--- src/rtl/core/m4hdr_pkg.sv ---
`default_nettype none
package m4hdr_pkg;

    typedef enum logic [5:0] {
        S_HUNT, V_HEAD, V_OLI, V_VERID, V_PRIO, V_ASPECT, V_PAR, V_CTRL,
        V_CHROMA, V_LOWD, V_VBVF, V_VBV1, V_VBV2, V_VBV3, V_SHAPE, V_RES,
        V_MARK1, V_FIXED, V_FIXINC, V_MARK2, V_WIDTH, V_MARK3, V_HEIGHT, V_MARK4,
        V_INTER, V_OBMC, V_SPRITE, V_SPRDIM1, V_SPRDIM2, V_WARP, V_LLS, V_NOT8,
        V_QP, V_BPP, V_QTYPE, V_LDINTRA, V_MINTRA, V_LDINTER, V_MINTER, V_QPEL,
        V_CERS, V_PART, V_RVLC, V_NEWP, V_NEWPS, V_RRV, V_SCAL, V_SCALS,
        P_TYPE, P_MTB, P_MARK1, P_TINC, P_MARK2, P_CODED, P_ROUND, P_DC, P_IL,
        P_QUANT, P_FF, P_FB
    } pst_t;

    typedef enum logic {
        PH_RUN,
        PH_MOD
    } ph_t;

    typedef enum logic [1:0] {
        KIND_LAYER  = 2'd0,
        KIND_CODED  = 2'd1,
        KIND_SKIP   = 2'd2,
        KIND_UNUSED = 2'd3
    } kind_t;

    typedef enum logic [1:0] {
        PRED_I = 2'd0,
        PRED_P = 2'd1,
        PRED_B = 2'd2,
        PRED_S = 2'd3
    } pred_t;

    typedef struct packed {
        logic       valid;
        logic [7:0] data;
    } byte_q_t;

    localparam logic [31:0] LayerCode     = 32'h0000_0120;
    localparam logic [31:0] LayerMask     = 32'hFFFF_FFF0;
    localparam logic [31:0] PlaneCode     = 32'h0000_01B6;
    localparam logic [6:0]  MatrixLastPos = 7'd63;

    function automatic logic [5:0] dc_lookup(input logic [2:0] code);
        logic [5:0] r;
        unique case (code)
            3'd0: r = 6'd32;
            3'd1: r = 6'd13;
            3'd2: r = 6'd15;
            3'd3: r = 6'd17;
            3'd4: r = 6'd19;
            3'd5: r = 6'd21;
            3'd6: r = 6'd23;
            default: r = 6'd1;
        endcase
        return r;
    endfunction

endpackage
`default_nettype wire

--- src/rtl/core/m4hdr_ifs.sv ---
`default_nettype none
interface m4hdr_in_if;
    logic       valid;
    logic       ready;
    logic [7:0] data_byte;
    modport source (output valid, output data_byte, input ready);
    modport sink (input valid, input data_byte, output ready);
endinterface

interface m4hdr_cfg_if;
    logic valid;
    logic ready;
    logic freeze_times;
    modport source (output valid, output freeze_times, input ready);
    modport sink (input valid, input freeze_times, output ready);
endinterface

interface m4hdr_rec_if;
    logic        valid;
    logic        ready;
    logic [1:0]  record_kind;
    logic [1:0]  pred_type;
    logic [8:0]  quantizer;
    logic [2:0]  fcode_fwd;
    logic [2:0]  fcode_bwd;
    logic        rounding;
    logic [5:0]  dc_threshold;
    logic [15:0] time_pp;
    logic [15:0] time_bp;
    logic [12:0] pic_width;
    logic [12:0] pic_height;
    logic [3:0]  unsupported;
    modport source (output valid, output record_kind, output pred_type, output quantizer,
                    output fcode_fwd, output fcode_bwd, output rounding,
                    output dc_threshold, output time_pp, output time_bp,
                    output pic_width, output pic_height, output unsupported,
                    input ready);
    modport sink (input valid, input record_kind, input pred_type, input quantizer,
                  input fcode_fwd, input fcode_bwd, input rounding,
                  input dc_threshold, input time_pp, input time_bp,
                  input pic_width, input pic_height, input unsupported,
                  output ready);
endinterface
`default_nettype wire

--- src/rtl/core/m4hdr_front.sv ---
`default_nettype none
module m4hdr_front (
    input  wire logic        clk,
    input  wire logic        rst_n,
    m4hdr_in_if.sink         din,
    output m4hdr_pkg::byte_q_t q,
    input  wire logic        pop
);
    import m4hdr_pkg::*;

    logic [7:0] mem_reg [2];
    logic       wptr_reg, wptr_next;
    logic       rptr_reg, rptr_next;
    logic [1:0] cnt_reg, cnt_next;
    logic       push;
    logic       take;

    assign din.ready = (cnt_reg != 2'd2);
    assign push      = din.valid && din.ready;
    assign take      = pop && (cnt_reg != 2'd0);
    assign q.valid   = (cnt_reg != 2'd0);
    assign q.data    = mem_reg[rptr_reg];

    always_comb
    begin
        wptr_next = push ? ~wptr_reg : wptr_reg;
        rptr_next = take ? ~rptr_reg : rptr_reg;
        cnt_next  = cnt_reg + {1'b0, push} - {1'b0, take};
    end

    always_ff @(posedge clk or negedge rst_n)
    begin
        if (!rst_n)
        begin
            wptr_reg <= 1'b0;
            rptr_reg <= 1'b0;
            cnt_reg  <= 2'd0;
        end
        else
        begin
            wptr_reg <= wptr_next;
            rptr_reg <= rptr_next;
            cnt_reg  <= cnt_next;
        end
    end

    always_ff @(posedge clk)
    begin
        if (push)
        begin
            mem_reg[wptr_reg] <= din.data_byte;
        end
    end

endmodule
`default_nettype wire

--- src/rtl/core/m4hdr_parser.sv ---
`default_nettype none
module m4hdr_parser (
    input  wire logic          clk,
    input  wire logic          rst_n,
    input  wire m4hdr_pkg::byte_q_t q,
    output logic               pop,
    m4hdr_cfg_if.sink          cfg,
    m4hdr_rec_if.source        rec
);
    import m4hdr_pkg::*;

    pst_t        state_reg, state_next;
    ph_t         phase_reg, phase_next;
    logic [4:0]  pend_reg, pend_next;
    logic [15:0] accum_reg, accum_next;
    logic [7:0]  sh_reg, sh_next;
    logic [3:0]  left_reg, left_next;
    logic [31:0] window_reg, window_next;
    logic [15:0] res_reg, res_next;
    logic [4:0]  tbits_reg, tbits_next;
    logic [3:0]  qbits_reg, qbits_next;
    logic        il_reg, il_next;
    logic [1:0]  spr_reg, spr_next;
    logic [3:0]  ver_reg, ver_next;
    logic [15:0] lastref_reg, lastref_next;
    logic [15:0] tpp_reg, tpp_next;
    logic [15:0] tbp_reg, tbp_next;
    logic [6:0]  mpos_reg, mpos_next;
    logic        lowd_reg, lowd_next;
    logic [16:0] mrem_reg, mrem_next;
    logic [15:0] mdiv_reg, mdiv_next;
    logic        mneg_reg, mneg_next;
    logic        mbp_reg, mbp_next;
    logic [3:0]  mcnt_reg, mcnt_next;
    kind_t       kind_reg, kind_next;
    logic [1:0]  pred_reg, pred_next;
    logic        round_reg, round_next;
    logic [5:0]  dc_reg, dc_next;
    logic [2:0]  ff_reg, ff_next;
    logic [2:0]  fb_reg, fb_next;
    logic [3:0]  flags_reg, flags_next;
    logic [8:0]  quant_reg, quant_next;
    logic [12:0] w_reg, w_next;
    logic [12:0] h_reg, h_next;
    logic        ov_reg, ov_next;
    logic [1:0]  okind_reg, okind_next;
    logic [1:0]  opred_reg, opred_next;
    logic [8:0]  oquant_reg, oquant_next;
    logic [2:0]  off_reg, off_next;
    logic [2:0]  ofb_reg, ofb_next;
    logic        oround_reg, oround_next;
    logic [5:0]  odc_reg, odc_next;
    logic [15:0] otpp_reg, otpp_next;
    logic [15:0] otbp_reg, otbp_next;
    logic [12:0] ow_reg, ow_next;
    logic [12:0] oh_reg, oh_next;
    logic [3:0]  oflags_reg, oflags_next;

    logic [15:0] v;
    logic        emit;
    logic        hold;
    logic [16:0] step_rem;
    logic [16:0] diff;
    logic [15:0] res_new;
    logic [15:0] res_m1;
    logic [4:0]  nbits;
    logic [15:0] mod_out;
    logic        layer;
    logic        coded;

    assign cfg.ready = 1'b1;
    assign v         = accum_reg;

    always_comb
    begin
        res_new = (v != 16'd0) ? v : 16'd1;
        res_m1  = res_new - 16'd1;
        nbits   = 5'd0;
        for (int i = 0; i < 16; i++)
        begin
            if (res_m1[i])
            begin
                nbits = 5'(i + 1);
            end
        end
        if (nbits == 5'd0)
        begin
            nbits = 5'd1;
        end
    end

    always_comb
    begin
        step_rem = {mrem_reg[15:0], mdiv_reg[mcnt_reg]};
        if (step_rem >= {1'b0, res_reg})
        begin
            step_rem = step_rem - {1'b0, res_reg};
        end
        mod_out = (mneg_reg && (step_rem != 17'd0)) ? (res_reg - step_rem[15:0])
                                                    : step_rem[15:0];
    end

    assign diff = (pred_reg != PRED_B) ? ({1'b0, v} - {1'b0, lastref_reg})
                                       : ({1'b0, lastref_reg} - {1'b0, v});

    assign hold = ov_reg && !rec.ready &&
                  (state_reg == V_SCAL || state_reg == V_SCALS || state_reg == P_CODED ||
                   state_reg == P_QUANT || state_reg == P_FF || state_reg == P_FB);

    always_comb
    begin
        state_next   = state_reg;
        phase_next   = phase_reg;
        pend_next    = pend_reg;
        accum_next   = accum_reg;
        sh_next      = sh_reg;
        left_next    = left_reg;
        window_next  = window_reg;
        res_next     = res_reg;
        tbits_next   = tbits_reg;
        qbits_next   = qbits_reg;
        il_next      = il_reg;
        spr_next     = spr_reg;
        ver_next     = ver_reg;
        lastref_next = lastref_reg;
        tpp_next     = tpp_reg;
        tbp_next     = tbp_reg;
        mpos_next    = mpos_reg;
        lowd_next    = (cfg.valid) ? cfg.freeze_times : lowd_reg;
        mrem_next    = mrem_reg;
        mdiv_next    = mdiv_reg;
        mneg_next    = mneg_reg;
        mbp_next     = mbp_reg;
        mcnt_next    = mcnt_reg;
        kind_next    = kind_reg;
        pred_next    = pred_reg;
        round_next   = round_reg;
        dc_next      = dc_reg;
        ff_next      = ff_reg;
        fb_next      = fb_reg;
        flags_next   = flags_reg;
        quant_next   = quant_reg;
        w_next       = w_reg;
        h_next       = h_reg;
        pop          = 1'b0;
        emit         = 1'b0;

        if (phase_reg == PH_MOD)
        begin
            mrem_next = step_rem;
            mcnt_next = mcnt_reg - 4'd1;
            if (mcnt_reg == 4'd0)
            begin
                phase_next = PH_RUN;
                if (mbp_reg)
                begin
                    tbp_next = mod_out;
                end
                else
                begin
                    tpp_next = mod_out;
                end
            end
        end
        else if (state_reg == S_HUNT)
        begin
            if (q.valid)
            begin
                pop         = 1'b1;
                window_next = {window_reg[23:0], q.data};
                if ((window_next & LayerMask) == LayerCode)
                begin
                    kind_next = KIND_LAYER;
                    {pred_next, round_next, dc_next, ff_next, fb_next, flags_next} = '0;
                    {quant_next, w_next, h_next} = '0;
                    state_next = V_HEAD;
                    pend_next  = 5'd9;
                    accum_next = '0;
                end
                else if (window_next == PlaneCode)
                begin
                    kind_next = KIND_CODED;
                    {pred_next, round_next, dc_next, ff_next, fb_next, flags_next} = '0;
                    {quant_next, w_next, h_next} = '0;
                    state_next = P_TYPE;
                    pend_next  = 5'd2;
                    accum_next = '0;
                end
            end
        end
        else if (pend_reg != 5'd0)
        begin
            if (left_reg != 4'd0)
            begin
                accum_next = {accum_reg[14:0], sh_reg[7]};
                sh_next    = {sh_reg[6:0], 1'b0};
                left_next  = left_reg - 4'd1;
                pend_next  = pend_reg - 5'd1;
            end
            else if (q.valid)
            begin
                pop       = 1'b1;
                sh_next   = q.data;
                left_next = 4'd8;
            end
        end
        else if (!hold)
        begin
            accum_next = '0;
            unique case (state_reg)
                V_HEAD: begin state_next = V_OLI; pend_next = 5'd1; end
                V_OLI:
                begin
                    if (v != 16'd0)
                    begin
                        state_next = V_VERID; pend_next = 5'd4;
                    end
                    else
                    begin
                        ver_next = 4'd1; state_next = V_ASPECT; pend_next = 5'd4;
                    end
                end
                V_VERID:
                begin
                    ver_next = v[3:0]; state_next = V_PRIO; pend_next = 5'd3;
                end
                V_PRIO: begin state_next = V_ASPECT; pend_next = 5'd4; end
                V_ASPECT:
                begin
                    if (v == 16'd15)
                    begin
                        state_next = V_PAR; pend_next = 5'd16;
                    end
                    else
                    begin
                        state_next = V_CTRL; pend_next = 5'd1;
                    end
                end
                V_PAR: begin state_next = V_CTRL; pend_next = 5'd1; end
                V_CTRL:
                begin
                    if (v != 16'd0)
                    begin
                        state_next = V_CHROMA; pend_next = 5'd2;
                    end
                    else
                    begin
                        state_next = V_SHAPE; pend_next = 5'd3;
                    end
                end
                V_CHROMA: begin state_next = V_LOWD; pend_next = 5'd1; end
                V_LOWD: begin state_next = V_VBVF; pend_next = 5'd1; end
                V_VBVF:
                begin
                    if (v != 16'd0)
                    begin
                        state_next = V_VBV1; pend_next = 5'd31;
                    end
                    else
                    begin
                        state_next = V_SHAPE; pend_next = 5'd3;
                    end
                end
                V_VBV1: begin state_next = V_VBV2; pend_next = 5'd31; end
                V_VBV2: begin state_next = V_VBV3; pend_next = 5'd17; end
                V_VBV3: begin state_next = V_SHAPE; pend_next = 5'd3; end
                V_SHAPE: begin state_next = V_RES; pend_next = 5'd16; end
                V_RES:
                begin
                    res_next   = res_new;
                    tbits_next = nbits;
                    state_next = V_MARK1; pend_next = 5'd1;
                end
                V_MARK1: begin state_next = V_FIXED; pend_next = 5'd1; end
                V_FIXED:
                begin
                    if (v != 16'd0)
                    begin
                        state_next = V_FIXINC; pend_next = tbits_reg;
                    end
                    else
                    begin
                        state_next = V_MARK2; pend_next = 5'd1;
                    end
                end
                V_FIXINC: begin state_next = V_MARK2; pend_next = 5'd1; end
                V_MARK2: begin state_next = V_WIDTH; pend_next = 5'd13; end
                V_WIDTH:
                begin
                    w_next = v[12:0]; state_next = V_MARK3; pend_next = 5'd1;
                end
                V_MARK3: begin state_next = V_HEIGHT; pend_next = 5'd13; end
                V_HEIGHT:
                begin
                    h_next = v[12:0]; state_next = V_MARK4; pend_next = 5'd1;
                end
                V_MARK4: begin state_next = V_INTER; pend_next = 5'd1; end
                V_INTER:
                begin
                    il_next = v[0];
                    if (v != 16'd0)
                    begin
                        flags_next[0] = 1'b1;
                    end
                    state_next = V_OBMC; pend_next = 5'd1;
                end
                V_OBMC:
                begin
                    state_next = V_SPRITE;
                    pend_next  = (ver_reg == 4'd1) ? 5'd1 : 5'd2;
                end
                V_SPRITE:
                begin
                    spr_next = v[1:0];
                    if (v[1:0] == 2'd1)
                    begin
                        flags_next[1] = 1'b1; state_next = V_SPRDIM1; pend_next = 5'd28;
                    end
                    else if (v[1:0] == 2'd2)
                    begin
                        flags_next[1] = 1'b1; state_next = V_WARP; pend_next = 5'd9;
                    end
                    else
                    begin
                        state_next = V_NOT8; pend_next = 5'd1;
                    end
                end
                V_SPRDIM1: begin state_next = V_SPRDIM2; pend_next = 5'd28; end
                V_SPRDIM2: begin state_next = V_WARP; pend_next = 5'd9; end
                V_WARP:
                begin
                    if (spr_reg == 2'd1)
                    begin
                        state_next = V_LLS; pend_next = 5'd1;
                    end
                    else
                    begin
                        state_next = V_NOT8; pend_next = 5'd1;
                    end
                end
                V_LLS: begin state_next = V_NOT8; pend_next = 5'd1; end
                V_NOT8:
                begin
                    if (v != 16'd0)
                    begin
                        state_next = V_QP; pend_next = 5'd4;
                    end
                    else
                    begin
                        qbits_next = 4'd5; state_next = V_QTYPE; pend_next = 5'd1;
                    end
                end
                V_QP:
                begin
                    qbits_next = v[3:0]; state_next = V_BPP; pend_next = 5'd4;
                end
                V_BPP: begin state_next = V_QTYPE; pend_next = 5'd1; end
                V_QTYPE, V_LDINTER, V_MINTER:
                begin
                    if (state_reg == V_QTYPE && v != 16'd0)
                    begin
                        state_next = V_LDINTRA; pend_next = 5'd1;
                    end
                    else if (state_reg == V_LDINTER && v != 16'd0)
                    begin
                        mpos_next = '0; state_next = V_MINTER; pend_next = 5'd8;
                    end
                    else if (state_reg == V_MINTER && v != 16'd0 &&
                             mpos_reg != MatrixLastPos)
                    begin
                        mpos_next = mpos_reg + 7'd1; pend_next = 5'd8;
                    end
                    else if (ver_reg != 4'd1)
                    begin
                        state_next = V_QPEL; pend_next = 5'd1;
                    end
                    else
                    begin
                        state_next = V_CERS; pend_next = 5'd2;
                    end
                end
                V_LDINTRA:
                begin
                    if (v != 16'd0)
                    begin
                        mpos_next = '0; state_next = V_MINTRA; pend_next = 5'd8;
                    end
                    else
                    begin
                        state_next = V_LDINTER; pend_next = 5'd1;
                    end
                end
                V_MINTRA:
                begin
                    if (v != 16'd0 && mpos_reg != MatrixLastPos)
                    begin
                        mpos_next = mpos_reg + 7'd1; pend_next = 5'd8;
                    end
                    else
                    begin
                        state_next = V_LDINTER; pend_next = 5'd1;
                    end
                end
                V_QPEL:
                begin
                    if (v != 16'd0)
                    begin
                        flags_next[2] = 1'b1;
                    end
                    state_next = V_CERS; pend_next = 5'd2;
                end
                V_CERS: begin state_next = V_PART; pend_next = 5'd1; end
                V_PART, V_RVLC:
                begin
                    if (state_reg == V_PART && v != 16'd0)
                    begin
                        flags_next[3] = 1'b1; state_next = V_RVLC; pend_next = 5'd1;
                    end
                    else if (ver_reg != 4'd1)
                    begin
                        state_next = V_NEWP; pend_next = 5'd1;
                    end
                    else
                    begin
                        state_next = V_SCAL; pend_next = 5'd1;
                    end
                end
                V_NEWP:
                begin
                    if (v != 16'd0)
                    begin
                        state_next = V_NEWPS; pend_next = 5'd3;
                    end
                    else
                    begin
                        state_next = V_RRV; pend_next = 5'd1;
                    end
                end
                V_NEWPS: begin state_next = V_RRV; pend_next = 5'd1; end
                V_RRV: begin state_next = V_SCAL; pend_next = 5'd1; end
                V_SCAL:
                begin
                    if (v != 16'd0)
                    begin
                        state_next = V_SCALS; pend_next = 5'd27;
                    end
                    else
                    begin
                        emit = 1'b1;
                    end
                end
                V_SCALS: emit = 1'b1;
                P_TYPE:
                begin
                    pred_next = v[1:0]; state_next = P_MTB; pend_next = 5'd1;
                end
                P_MTB:
                begin
                    state_next = (v != 16'd0) ? P_MTB : P_MARK1; pend_next = 5'd1;
                end
                P_MARK1: begin state_next = P_TINC; pend_next = tbits_reg; end
                P_TINC:
                begin
                    if (!lowd_reg)
                    begin
                        phase_next = PH_MOD;
                        mcnt_next  = 4'd15;
                        mrem_next  = '0;
                        mneg_next  = diff[16];
                        mdiv_next  = diff[16] ? (16'd0 - diff[15:0]) : diff[15:0];
                        mbp_next   = (pred_reg == PRED_B);
                        if (pred_reg != PRED_B)
                        begin
                            lastref_next = v;
                        end
                    end
                    state_next = P_MARK2; pend_next = 5'd1;
                end
                P_MARK2: begin state_next = P_CODED; pend_next = 5'd1; end
                P_CODED:
                begin
                    if (v == 16'd0)
                    begin
                        kind_next = KIND_SKIP; emit = 1'b1;
                    end
                    else if (pred_reg == PRED_P || pred_reg == PRED_S)
                    begin
                        state_next = P_ROUND; pend_next = 5'd1;
                    end
                    else
                    begin
                        state_next = P_DC; pend_next = 5'd3;
                    end
                end
                P_ROUND:
                begin
                    round_next = v[0]; state_next = P_DC; pend_next = 5'd3;
                end
                P_DC:
                begin
                    dc_next = dc_lookup(v[2:0]);
                    if (il_reg)
                    begin
                        state_next = P_IL; pend_next = 5'd2;
                    end
                    else
                    begin
                        state_next = P_QUANT; pend_next = {1'b0, qbits_reg};
                    end
                end
                P_IL: begin state_next = P_QUANT; pend_next = {1'b0, qbits_reg}; end
                P_QUANT:
                begin
                    quant_next = (v > 16'd511) ? 9'd511 : v[8:0];
                    if (pred_reg != PRED_I)
                    begin
                        state_next = P_FF; pend_next = 5'd3;
                    end
                    else
                    begin
                        emit = 1'b1;
                    end
                end
                P_FF:
                begin
                    ff_next = v[2:0];
                    if (pred_reg == PRED_B)
                    begin
                        state_next = P_FB; pend_next = 5'd3;
                    end
                    else
                    begin
                        emit = 1'b1;
                    end
                end
                P_FB: begin fb_next = v[2:0]; emit = 1'b1; end
                default: begin state_next = S_HUNT; pend_next = 5'd1; end
            endcase
            if (emit)
            begin
                state_next  = S_HUNT;
                pend_next   = 5'd0;
                left_next   = 4'd0;
                window_next = '1;
            end
        end
    end

    assign layer = (kind_next == KIND_LAYER);
    assign coded = (kind_next == KIND_CODED);

    always_comb
    begin
        ov_next     = ov_reg && !rec.ready;
        okind_next  = okind_reg;
        opred_next  = opred_reg;
        oquant_next = oquant_reg;
        off_next    = off_reg;
        ofb_next    = ofb_reg;
        oround_next = oround_reg;
        odc_next    = odc_reg;
        otpp_next   = otpp_reg;
        otbp_next   = otbp_reg;
        ow_next     = ow_reg;
        oh_next     = oh_reg;
        oflags_next = oflags_reg;
        if (emit)
        begin
            ov_next     = 1'b1;
            okind_next  = kind_next;
            opred_next  = layer ? 2'd0 : pred_next;
            oquant_next = coded ? quant_next : 9'd0;
            off_next    = coded ? ff_next : 3'd0;
            ofb_next    = coded ? fb_next : 3'd0;
            oround_next = coded ? round_next : 1'b0;
            odc_next    = coded ? dc_next : 6'd0;
            otpp_next   = layer ? 16'd0 : tpp_reg;
            otbp_next   = layer ? 16'd0 : tbp_reg;
            ow_next     = layer ? w_next : 13'd0;
            oh_next     = layer ? h_next : 13'd0;
            oflags_next = layer ? flags_next : 4'd0;
        end
    end

    assign rec.valid        = ov_reg;
    assign rec.record_kind  = okind_reg;
    assign rec.pred_type    = opred_reg;
    assign rec.quantizer    = oquant_reg;
    assign rec.fcode_fwd    = off_reg;
    assign rec.fcode_bwd    = ofb_reg;
    assign rec.rounding     = oround_reg;
    assign rec.dc_threshold = odc_reg;
    assign rec.time_pp      = otpp_reg;
    assign rec.time_bp      = otbp_reg;
    assign rec.pic_width    = ow_reg;
    assign rec.pic_height   = oh_reg;
    assign rec.unsupported  = oflags_reg;

    always_ff @(posedge clk or negedge rst_n)
    begin
        if (!rst_n)
        begin
            state_reg   <= S_HUNT;
            phase_reg   <= PH_RUN;
            pend_reg    <= '0;
            accum_reg   <= '0;
            left_reg    <= '0;
            window_reg  <= '1;
            res_reg     <= 16'd1;
            tbits_reg   <= '0;
            qbits_reg   <= 4'd5;
            il_reg      <= 1'b0;
            spr_reg     <= '0;
            ver_reg     <= 4'd1;
            lastref_reg <= '0;
            tpp_reg     <= '0;
            tbp_reg     <= '0;
            mpos_reg    <= '0;
            lowd_reg    <= 1'b0;
            mcnt_reg    <= '0;
            kind_reg    <= KIND_LAYER;
            ov_reg      <= 1'b0;
        end
        else
        begin
            state_reg   <= state_next;
            phase_reg   <= phase_next;
            pend_reg    <= pend_next;
            accum_reg   <= accum_next;
            left_reg    <= left_next;
            window_reg  <= window_next;
            res_reg     <= res_next;
            tbits_reg   <= tbits_next;
            qbits_reg   <= qbits_next;
            il_reg      <= il_next;
            spr_reg     <= spr_next;
            ver_reg     <= ver_next;
            lastref_reg <= lastref_next;
            tpp_reg     <= tpp_next;
            tbp_reg     <= tbp_next;
            mpos_reg    <= mpos_next;
            lowd_reg    <= lowd_next;
            mcnt_reg    <= mcnt_next;
            kind_reg    <= kind_next;
            ov_reg      <= ov_next;
        end
    end

    always_ff @(posedge clk)
    begin
        sh_reg     <= sh_next;
        mrem_reg   <= mrem_next;
        mdiv_reg   <= mdiv_next;
        mneg_reg   <= mneg_next;
        mbp_reg    <= mbp_next;
        pred_reg   <= pred_next;
        round_reg  <= round_next;
        dc_reg     <= dc_next;
        ff_reg     <= ff_next;
        fb_reg     <= fb_next;
        flags_reg  <= flags_next;
        quant_reg  <= quant_next;
        w_reg      <= w_next;
        h_reg      <= h_next;
        okind_reg  <= okind_next;
        opred_reg  <= opred_next;
        oquant_reg <= oquant_next;
        off_reg    <= off_next;
        ofb_reg    <= ofb_next;
        oround_reg <= oround_next;
        odc_reg    <= odc_next;
        otpp_reg   <= otpp_next;
        otbp_reg   <= otbp_next;
        ow_reg     <= ow_next;
        oh_reg     <= oh_next;
        oflags_reg <= oflags_next;
    end

endmodule
`default_nettype wire

--- src/rtl/core/mpeg4_vol_vop_header_parser_core.sv ---
`default_nettype none
// Channel  Role    Payload
// din      sink    data_byte, one stream byte per transfer
// cfg      sink    freeze_times, always ready
// rec      source  one header record per transfer
//
// A byte in a header is loaded from the two-entry byte queue and then
// shifted bit by bit through the serial field extractor; every finished
// field takes a further step. A byte seen while hunting goes into the start-code window.
// Unless freeze_times is set, a plane time increment also runs through the remainder unit.
// Reset returns the parser to hunting; the record register holds while rec stalls.
module mpeg4_vol_vop_header_parser_core (
    input  wire logic   clk,
    input  wire logic   rst_n,
    m4hdr_in_if.sink    din,
    m4hdr_cfg_if.sink   cfg,
    m4hdr_rec_if.source rec
);
    import m4hdr_pkg::*;

    byte_q_t q;
    logic    pop;

    m4hdr_front u_front (
        .clk   (clk),
        .rst_n (rst_n),
        .din   (din),
        .q     (q),
        .pop   (pop)
    );

    m4hdr_parser u_parser (
        .clk   (clk),
        .rst_n (rst_n),
        .q     (q),
        .pop   (pop),
        .cfg   (cfg),
        .rec   (rec)
    );

endmodule
`default_nettype wire
--- src/flat_wrapper.sv ---
// flat-port wrapper written by rule: the top's interface ports become plain ports
module mpeg4_vol_vop_header_parser_core_flat import m4hdr_pkg::*;
  (clk, rst_n, din_valid, din_data_byte, din_ready, cfg_valid, cfg_freeze_times, cfg_ready, rec_valid, rec_record_kind, rec_pred_type, rec_quantizer, rec_fcode_fwd, rec_fcode_bwd, rec_rounding, rec_dc_threshold, rec_time_pp, rec_time_bp, rec_pic_width, rec_pic_height, rec_unsupported, rec_ready);
  m4hdr_in_if din_i ();
  m4hdr_cfg_if cfg_i ();
  m4hdr_rec_if rec_i ();
  input  wire logic clk;
  input  wire logic rst_n;
  input wire logic [$bits(din_i.valid)-1:0] din_valid;
  input wire logic [$bits(din_i.data_byte)-1:0] din_data_byte;
  output wire logic [$bits(din_i.ready)-1:0] din_ready;
  input wire logic [$bits(cfg_i.valid)-1:0] cfg_valid;
  input wire logic [$bits(cfg_i.freeze_times)-1:0] cfg_freeze_times;
  output wire logic [$bits(cfg_i.ready)-1:0] cfg_ready;
  output wire logic [$bits(rec_i.valid)-1:0] rec_valid;
  output wire logic [$bits(rec_i.record_kind)-1:0] rec_record_kind;
  output wire logic [$bits(rec_i.pred_type)-1:0] rec_pred_type;
  output wire logic [$bits(rec_i.quantizer)-1:0] rec_quantizer;
  output wire logic [$bits(rec_i.fcode_fwd)-1:0] rec_fcode_fwd;
  output wire logic [$bits(rec_i.fcode_bwd)-1:0] rec_fcode_bwd;
  output wire logic [$bits(rec_i.rounding)-1:0] rec_rounding;
  output wire logic [$bits(rec_i.dc_threshold)-1:0] rec_dc_threshold;
  output wire logic [$bits(rec_i.time_pp)-1:0] rec_time_pp;
  output wire logic [$bits(rec_i.time_bp)-1:0] rec_time_bp;
  output wire logic [$bits(rec_i.pic_width)-1:0] rec_pic_width;
  output wire logic [$bits(rec_i.pic_height)-1:0] rec_pic_height;
  output wire logic [$bits(rec_i.unsupported)-1:0] rec_unsupported;
  input wire logic [$bits(rec_i.ready)-1:0] rec_ready;
  assign din_i.valid = din_valid;
  assign din_i.data_byte = din_data_byte;
  assign din_ready = din_i.ready;
  assign cfg_i.valid = cfg_valid;
  assign cfg_i.freeze_times = cfg_freeze_times;
  assign cfg_ready = cfg_i.ready;
  assign rec_valid = rec_i.valid;
  assign rec_record_kind = rec_i.record_kind;
  assign rec_pred_type = rec_i.pred_type;
  assign rec_quantizer = rec_i.quantizer;
  assign rec_fcode_fwd = rec_i.fcode_fwd;
  assign rec_fcode_bwd = rec_i.fcode_bwd;
  assign rec_rounding = rec_i.rounding;
  assign rec_dc_threshold = rec_i.dc_threshold;
  assign rec_time_pp = rec_i.time_pp;
  assign rec_time_bp = rec_i.time_bp;
  assign rec_pic_width = rec_i.pic_width;
  assign rec_pic_height = rec_i.pic_height;
  assign rec_unsupported = rec_i.unsupported;
  assign rec_i.ready = rec_ready;
  mpeg4_vol_vop_header_parser_core u_core (.clk(clk), .rst_n(rst_n), .din(din_i), .cfg(cfg_i), .rec(rec_i));
endmodule
--- config.mk ---
export PLATFORM = sky130hd
export DESIGN_NAME = mpeg4_vol_vop_header_parser_core_flat
export DESIGN_NICKNAME = d
export VERILOG_FILES = /design/src/rtl/core/m4hdr_pkg.sv /design/src/rtl/core/m4hdr_ifs.sv /design/src/rtl/core/m4hdr_front.sv /design/src/rtl/core/m4hdr_parser.sv /design/src/rtl/core/mpeg4_vol_vop_header_parser_core.sv /design/src/flat_wrapper.sv
export SDC_FILE = /design/constraint.sdc
export NUM_CORES = 1
export LEC_CHECK = 0
export ABC_AREA = 0
export BUFFER_PORTS_ARGS = -buffer_cell sky130_fd_sc_hd__buf_2
export CORE_MARGIN = 1.5
export CORE_UTILIZATION = 45
export DETAILED_ROUTE_END_ITERATION = 8
export MAX_ROUTING_LAYER = met4
export PLACE_DENSITY = 0.68
export SLEW_MARGIN = 25
export SYNTH_ARGS = -nofsm -noshare
export SYNTH_HDL_FRONTEND = slang
export SYNTH_SLANG_ARGS = --single-unit
--- constraint.sdc ---
create_clock -name clk -period 7.3 [get_ports clk]
set_input_delay 1.46 -clock clk [delete_from_list [all_inputs] [get_ports clk]]
set_output_delay 1.46 -clock clk [all_outputs]
set_load 0.02 [all_outputs]
## Yosys cells after proc, flatten, opt, wreduce, memory -nomap -nowiden

Memories as Yosys holds them, arrays and structs flattened.
Index checks and enable logic that the tools add are counted.

- Bits in registers: 339
- RAM bits: 16
- Bits of input ports: 14
- Output and inout bits: 91
- Word-level logic and storage cells: 491
- Memories: 1

Memory list:

| memory | depth | bits a word | rd ports | clocked after memory_dff | wr ports | RTL line | source |
|---|---|---|---|---|---|---|---|
| u_core.u_front.mem_reg | 2 | 8 | 1 | 0 | 1 | m4hdr_front.sv:11 | `logic [7:0] mem_reg [2];` |

- $add $sub $neg: 12
- Magnitude comparators: 3
- Eq/ne operators: 110
- Muxes and demuxes: 247
- Bitwise operators: 8
- Reductions and logical operators: 60

Operators by type and width:

| kind | number |
|---|---|
| 6-bit case mux with 55 select lines | 1 |
| 16-bit two-way mux | 16 |
| 13-bit two-way mux | 16 |
| 6-bit equality test, second input constant | 28 |
| 5-bit two-way mux | 29 |
| 5-bit case mux with 28 select lines | 1 |
| 6-bit two-way mux | 23 |
| 24-bit two-way mux | 5 |
| 4-bit two-way mux | 28 |
| 6-bit by 5-bit equality test with 1-bit output, second input constant | 16 |
| 9-bit two-way mux | 9 |
| 3-bit two-way mux | 24 |
| 1-bit two-way mux | 54 |
| 2-bit two-way mux | 26 |
| 6-bit by 4-bit equality test with 1-bit output, second input constant | 8 |
| 6-bit case mux with 7 select lines | 1 |
| 7-bit two-way mux | 5 |
| 5-bit AND reduction | 7 |
| 17-bit two-way mux | 2 |
| 16-bit by 16-bit subtractor with 17-bit output | 2 |
| 32-bit by 9-bit equality test with 1-bit output, second input constant | 1 |
| 28-bit by 5-bit equality test with 1-bit output, second input constant | 1 |
| 6-bit by 3-bit equality test with 1-bit output, second input constant | 4 |
| 2-bit != test, second input constant | 12 |
| 62 further kinds | 121 |

## Depth between registers and ports, before layout

- Word-level depth: 21
- Gate-level depth with buffers: 25
- Mapped depth without buffers: 23

## Cells and area by module

From an unflattened synthesis, not the netlist that was laid out.

- Cells, all modules: 2042
- Area, all modules: 19872.8 um^2

By module, submodules not included:

| module | instances | cells an instance | area an instance (um^2) | sequential area each (um^2) |
|---|---|---|---|---|
| m4hdr_parser | 1 | 2000 | 19098.3 | 8798.4 |
| m4hdr_front | 1 | 42 | 774.5 | 580.6 |

## Least setup slack after synthesis

OpenSTA, ideal clock, no wires.

- Kind: input port to flip-flop
- From: in rec_ready
- To: reg u_core.u_parser.odc_reg[0], in the netlist u_core.u_parser.rec.dc_threshold[0] (enable)
- Setup time: 0.537 ns
- Arrival time: 5.735 ns
- Required time: 6.763 ns
- Slack: 1.029 ns
- Stages: 5
- Buffers on the path: 1
- Path through: inv_1 > o2111ai_1 > nand3_1 > buf_2 > nor2_1

- Cells in the longest elaborated chain, start to end: 7

Ends and longest elaborated chain:

| element | RTL line | source |
|---|---|---|
| start: declaration | flat_wrapper.sv:28 | `input wire logic [$bits(rec_i.ready)-1:0] rec_ready;` |
| 1-bit logical NOT | m4hdr_parser.sv:106 | `assign hold = ov_reg && !rec.ready &&` |
| 1-bit logical AND (2 in series) | m4hdr_parser.sv:106 |  |
| 1-bit two-way mux | m4hdr_parser.sv:207 | `else if (!hold)` |
| 1-bit two-way mux | m4hdr_parser.sv:191 | `else if (pend_reg != 5'd0)` |
| 1-bit two-way mux | m4hdr_parser.sv:165 | `else if (state_reg == S_HUNT)` |
| 1-bit two-way mux | m4hdr_parser.sv:148 | `if (phase_reg == PH_MOD)` |
| via u_core.u_parser.emit | m4hdr_parser.sv:60 | `logic emit;` |
| end signal: assignment | m4hdr_parser.sv:671 | `odc_reg <= odc_next;` |
| end: declaration | m4hdr_parser.sv:52 | `logic [5:0] odc_reg, odc_next;` |

The timed path passes the listed nets, and every way through them passes these cells.
A chain may end at the register's enable or synchronous reset.

## Final worst setup path

- From: reg u_core.u_parser.mcnt_reg[0]
- To: reg u_core.u_parser.tpp_reg[14]

- Cells in the longest elaborated chain, start to end: 7
- Elaborated cells between the ends (all ways): 11
- Those cells by class: add/sub (2); order compare (1); mux (4); reduce/logical (4)

Ends and longest elaborated chain:

| element | RTL line | source |
|---|---|---|
| start: declaration | m4hdr_parser.sv:34 | `logic [3:0] mcnt_reg, mcnt_next;` |
| start signal: assignment | m4hdr_parser.sv:643 | `mcnt_reg <= mcnt_next;` |
| 1-bit binary-select mux with 4-bit select * | m4hdr_parser.sv:94 | `step_rem = {mrem_reg[15:0], mdiv_reg[mcnt_reg]};` |
| 1-bit two-way mux (not written as such) * | m4hdr_parser.sv:94 |  |
| 17-bit by 16-bit subtractor with 17-bit output / 17-bit by 16-bit >= comparator with 1-bit output (equally long branches) | m4hdr_parser.sv:97, m4hdr_parser.sv:95 |  |
| 17-bit two-way mux * | m4hdr_parser.sv:95 | `if (step_rem >= {1'b0, res_reg})` |
| via u_core.u_parser.step_rem[1] | m4hdr_parser.sv:62 | `logic [16:0] step_rem;` |
| branches (longest 2 deep; another with 16-bit subtractor) | n/a |  |
| 16-bit two-way mux * | m4hdr_parser.sv:99 | `mod_out = (mneg_reg && (step_rem != 17'd0)) ? (res_reg - step_rem[15:0])` |
| end signal: assignment | m4hdr_parser.sv:639 | `tpp_reg <= tpp_next;` |
| end: declaration | m4hdr_parser.sv:26 | `logic [15:0] tpp_reg, tpp_next;` |

Mark *: on every way through the listed nets, which the timed path passes. The select of a mux whose other input is x is not followed.

==> results.json <==
{
  "run_status": "finished, final reports clean",
  "drtAntennaViolNets": 0,
  "grt_pass1_wl_mm": 89.96,
  "detail_route.vias_per_cell": 5.988,
  "cts_root_buf": "clkbuf_16",
  "yosys_warnings": 0,
  "final_max_tran_viols": 0,
  "ys_seq_elements": 355,
  "synth_seq_area_share": 0.4764,
  "chipWidth_um": 212.2,
  "criticalPathCategory": "reg2reg",
  "final-hold-violation-count": 0,
  "synth_cell_types": 93,
  "num_vias": 16260,
  "final_gp_congestion": 0.9993,
  "first_global_vias": 16070,
  "numClockSinks": 355,
  "dp.final_hpwl_mm": 40.31,
  "cp-startpoint": "u_core.u_parser.mcnt_reg[0]",
  "worst_clock_skew_ps": 33.59,
  "cts.repair_timing.setup_buffer_count": 0,
  "synth.cell_area_um2": 19690,
  "tritoncts": "built",
  "setup.worst_path.start_class": "flip-flop",
  "largest_register_ff_count": 24,
  "timing.fmax_mhz": 154.3,
  "groute.layer.met1.usage": 0.3258,
  "count_of_maximum_capacitance_violations": 0,
  "met2_track_usage_gr": 0.4237,
  "cts.clk_slew.worst_paths_ps": 60,
  "globalRouteTotalUtil": 0.2628,
  "cts_resizes": 0,
  "cts-hold-fix-buffers": 0,
  "maximum_number_of_pins_on_one_net_before_global_route_repair": 90,
  "synth_enable_flop_cells": 146,
  "period_share": 0.8880,
  "crit_path_time_final_ps": 6482,
  "worstPathRequired_ps": 7800,
  "cts.htree.levels": 2,
  "asyncSetResetFlopFracSynth": 0.4366,
  "crit-reg2reg-launch": "u_core.u_parser.mcnt_reg[0]",
  "gr-usage-met3": 0.04742,
  "clk_latency_ps": 570,
  "rsz_0062_raised_after_global_routing": "false",
  "stdcell_count": 2716,
  "synth_top_flop_cell": "edfxtp_1",
  "drt-pass1-iter-count": 8,
  "drt-initial-drc-count": 1371,
  "grt-busiest-layer": "met2",
  "syn_avg_cell_area_um2": 9.660,
  "core_um2": 43080,
  "route.detailed.drc": 0,
  "antenna_cells_inserted": 0,
  "numPlacedInstances": 2645,
  "route.detailed.wl_per_inst_um": 20.81,
  "initial_utilization": 0.4570,
  "cp_data_arrival_time_ps": 6980,
  "layout.cells.most_common_list": "nand2_1, nor2_1, o21ai_0",
  "r2r-end": "u_core.u_parser.tpp_reg[14]",
  "num_rows": 76,
  "type_of_element_capturing_the_critical_path": "flip-flop",
  "clockBufferDepth": 3,
  "number_of_antenna_violations_at_the_first_check_in_global_routing": 0,
  "io_pins": 105,
  "mostFrequentLayoutCell": "nand2_1",
  "numCtsBuffers": 39,
  "hold_path_end": "u_core.u_parser.quant_reg[8]",
  "hp-start": "u_core.u_parser.quant_reg[8]",
  "hold_depth": 1,
  "timing.reg2reg.worst_path_depth": 23,
  "power-per-cell-area_nw_per_um2": 290.3,
  "grt_overflow_total": 0,
  "holdCritPathClass": "reg2reg",
  "synthToLayoutAreaGrowth_pct": 11.90,
  "layout-drive-gt1-share": 0.1356,
  "portBuffers": 103,
  "peakVddDrop_mv": 0.2115,
  "timing_worst_slew_pin_value_ps": 1016,
  "tns_ps": 0,
  "setup_viol": 0,
  "syn_nets": 2131,
  "critical_path_fanouts_max": 8,
  "synthesis.instances": 2038,
  "wirelength_mm": 56.52,
  "setup_slack_of_the_most_critical_reg_to_reg_path_ps": 820,
  "power.leakage_nw": 9.233,
  "dieArea_um2": 45010,
  "die_height_um": 212.2,
  "max_slew_margin": 0.3210,
  "final_nets": 2194
}
==> cells in the mapped netlist, types with 23 or more instances <==
cell | instances | area share
dfstp_2 | 28 | 0.037
nand2_1 | 191 | 0.036
and2_1 | 73 | 0.023
a21oi_1 | 112 | 0.028
o22ai_1 | 23 | 0.0073
nor3_1 | 51 | 0.013
nor4_1 | 28 | 0.0089
a31oi_1 | 37 | 0.012
o21ai_0 | 148 | 0.038
inv_1 | 93 | 0.018
nand2b_1 | 24 | 0.0076
dfrtp_1 | 127 | 0.16
mux2i_1 | 34 | 0.017
edfxtp_1 | 146 | 0.22
nor2b_1 | 40 | 0.013
clkbuf_1 | 96 | 0.018
nor2_1 | 158 | 0.030
ha_1 | 75 | 0.048
a22o_1 | 47 | 0.021
dfxtp_1 | 54 | 0.055
a21o_1 | 27 | 0.010
nand3_1 | 50 | 0.013
xnor2_1 | 41 | 0.018
==> stage by stage <==
stage / instance area (um2) / hold slack (ps) / util / power [W] / setup WS, ps
after floorplan: 19690 / 416.2 / - / 0.003829 / 1029
after global placement: 20780 / 430.5 / 0.4825 / 0.004413 / 1179
after detailed placement: 20790 / 428.6 / 0.4826 / 0.004455 / 978.7
after CTS: 22030 / 443.3 / 0.5113 / 0.006397 / 962.9
after global routing: 22030 / 464.7 / 0.5114 / 0.006710 / 253.0
final: 22030 / 443.7 / 0.5114 / 0.006395 / 817.9
==> logic make-up after synthesis <==
kind of cell | share of synthesized area
DFF | 0.4764
other | 0.0001905
buffers and inverters | 0.04277
xor gates and xnor gates | 0.02669
AOI/OAI and AO/OA | 0.1955
and+or+nand+nor | 0.1741
adders and majority gates | 0.05326
muxes | 0.03102
==> worst max-delay path by stage <==
stage / to / slack [ps]
6_report: u_core.u_parser.tpp_reg[14] / 820
5_1_grt: u_core.u_parser.tbp_reg[13] / 250
4_1_cts: u_core.u_parser.tbp_reg[13] / 960
3_5_place_dp: u_core.u_parser.tbp_reg[13] / 980
3_3_place_gp: u_core.u_parser.tbp_reg[13] / 1180
2_1_floorplan: u_core.u_parser.rec.dc_threshold[0] / 1030
==> worst max-delay path, cell delays in order (launching register included) <==
cell,delay (ps)
dfrtp_1,500
mux4_2,400
mux4_2,300
inv_2,60
ha_1,220
nor2b_1,160
o31a_1,210
o21ai_0,150
a21oi_1,490
a21oi_1,170
o21bai_1,700
mux2i_1,460
inv_1,130
fa_1,470
nor2b_1,130
o21ai_0,110
a21oi_1,350
o211ai_1,190
a31oi_1,290
a21o_1,160
a21oi_1,70
xor2_1,140
o31ai_1,320
mux2_2,220
==> final cells by class <==
| class | instances | area [um2] |
|---|---|---|
| Timing Repair Buffer | 138 | 797.0 |
| Tap cell | 585 | 732.0 |
| Clock buffer | 52 | 1076 |
| Multi-Input combinational cell | 1467 | 9509 |
| Sequential cell | 355 | 9379 |
| Fill cell | 3997 | 21050 |
| Clock inverter | 19 | 160.2 |
| Inverter | 100 | 375.4 |
==> report_power, final <==
part	internal [W]	leakage, nW	switching [W]
combinational	0.000634	4.83	0.00129
sequential	0.00231	3.80	0.000235
clock	0.00109	0.604	0.000839
==> per-layer routing <==
| metal | vias to the layer above | wire length (um) |
|---|---|---|
| met5 | - | 0 |
| met4 | 0 | 2330 |
| met3 | 147 | 3482 |
| met2 | 599 | 27050 |
| met1 | 7946 | 23650 |
| li1 | 7572 | - |
(Power assumes the default switching activity.)
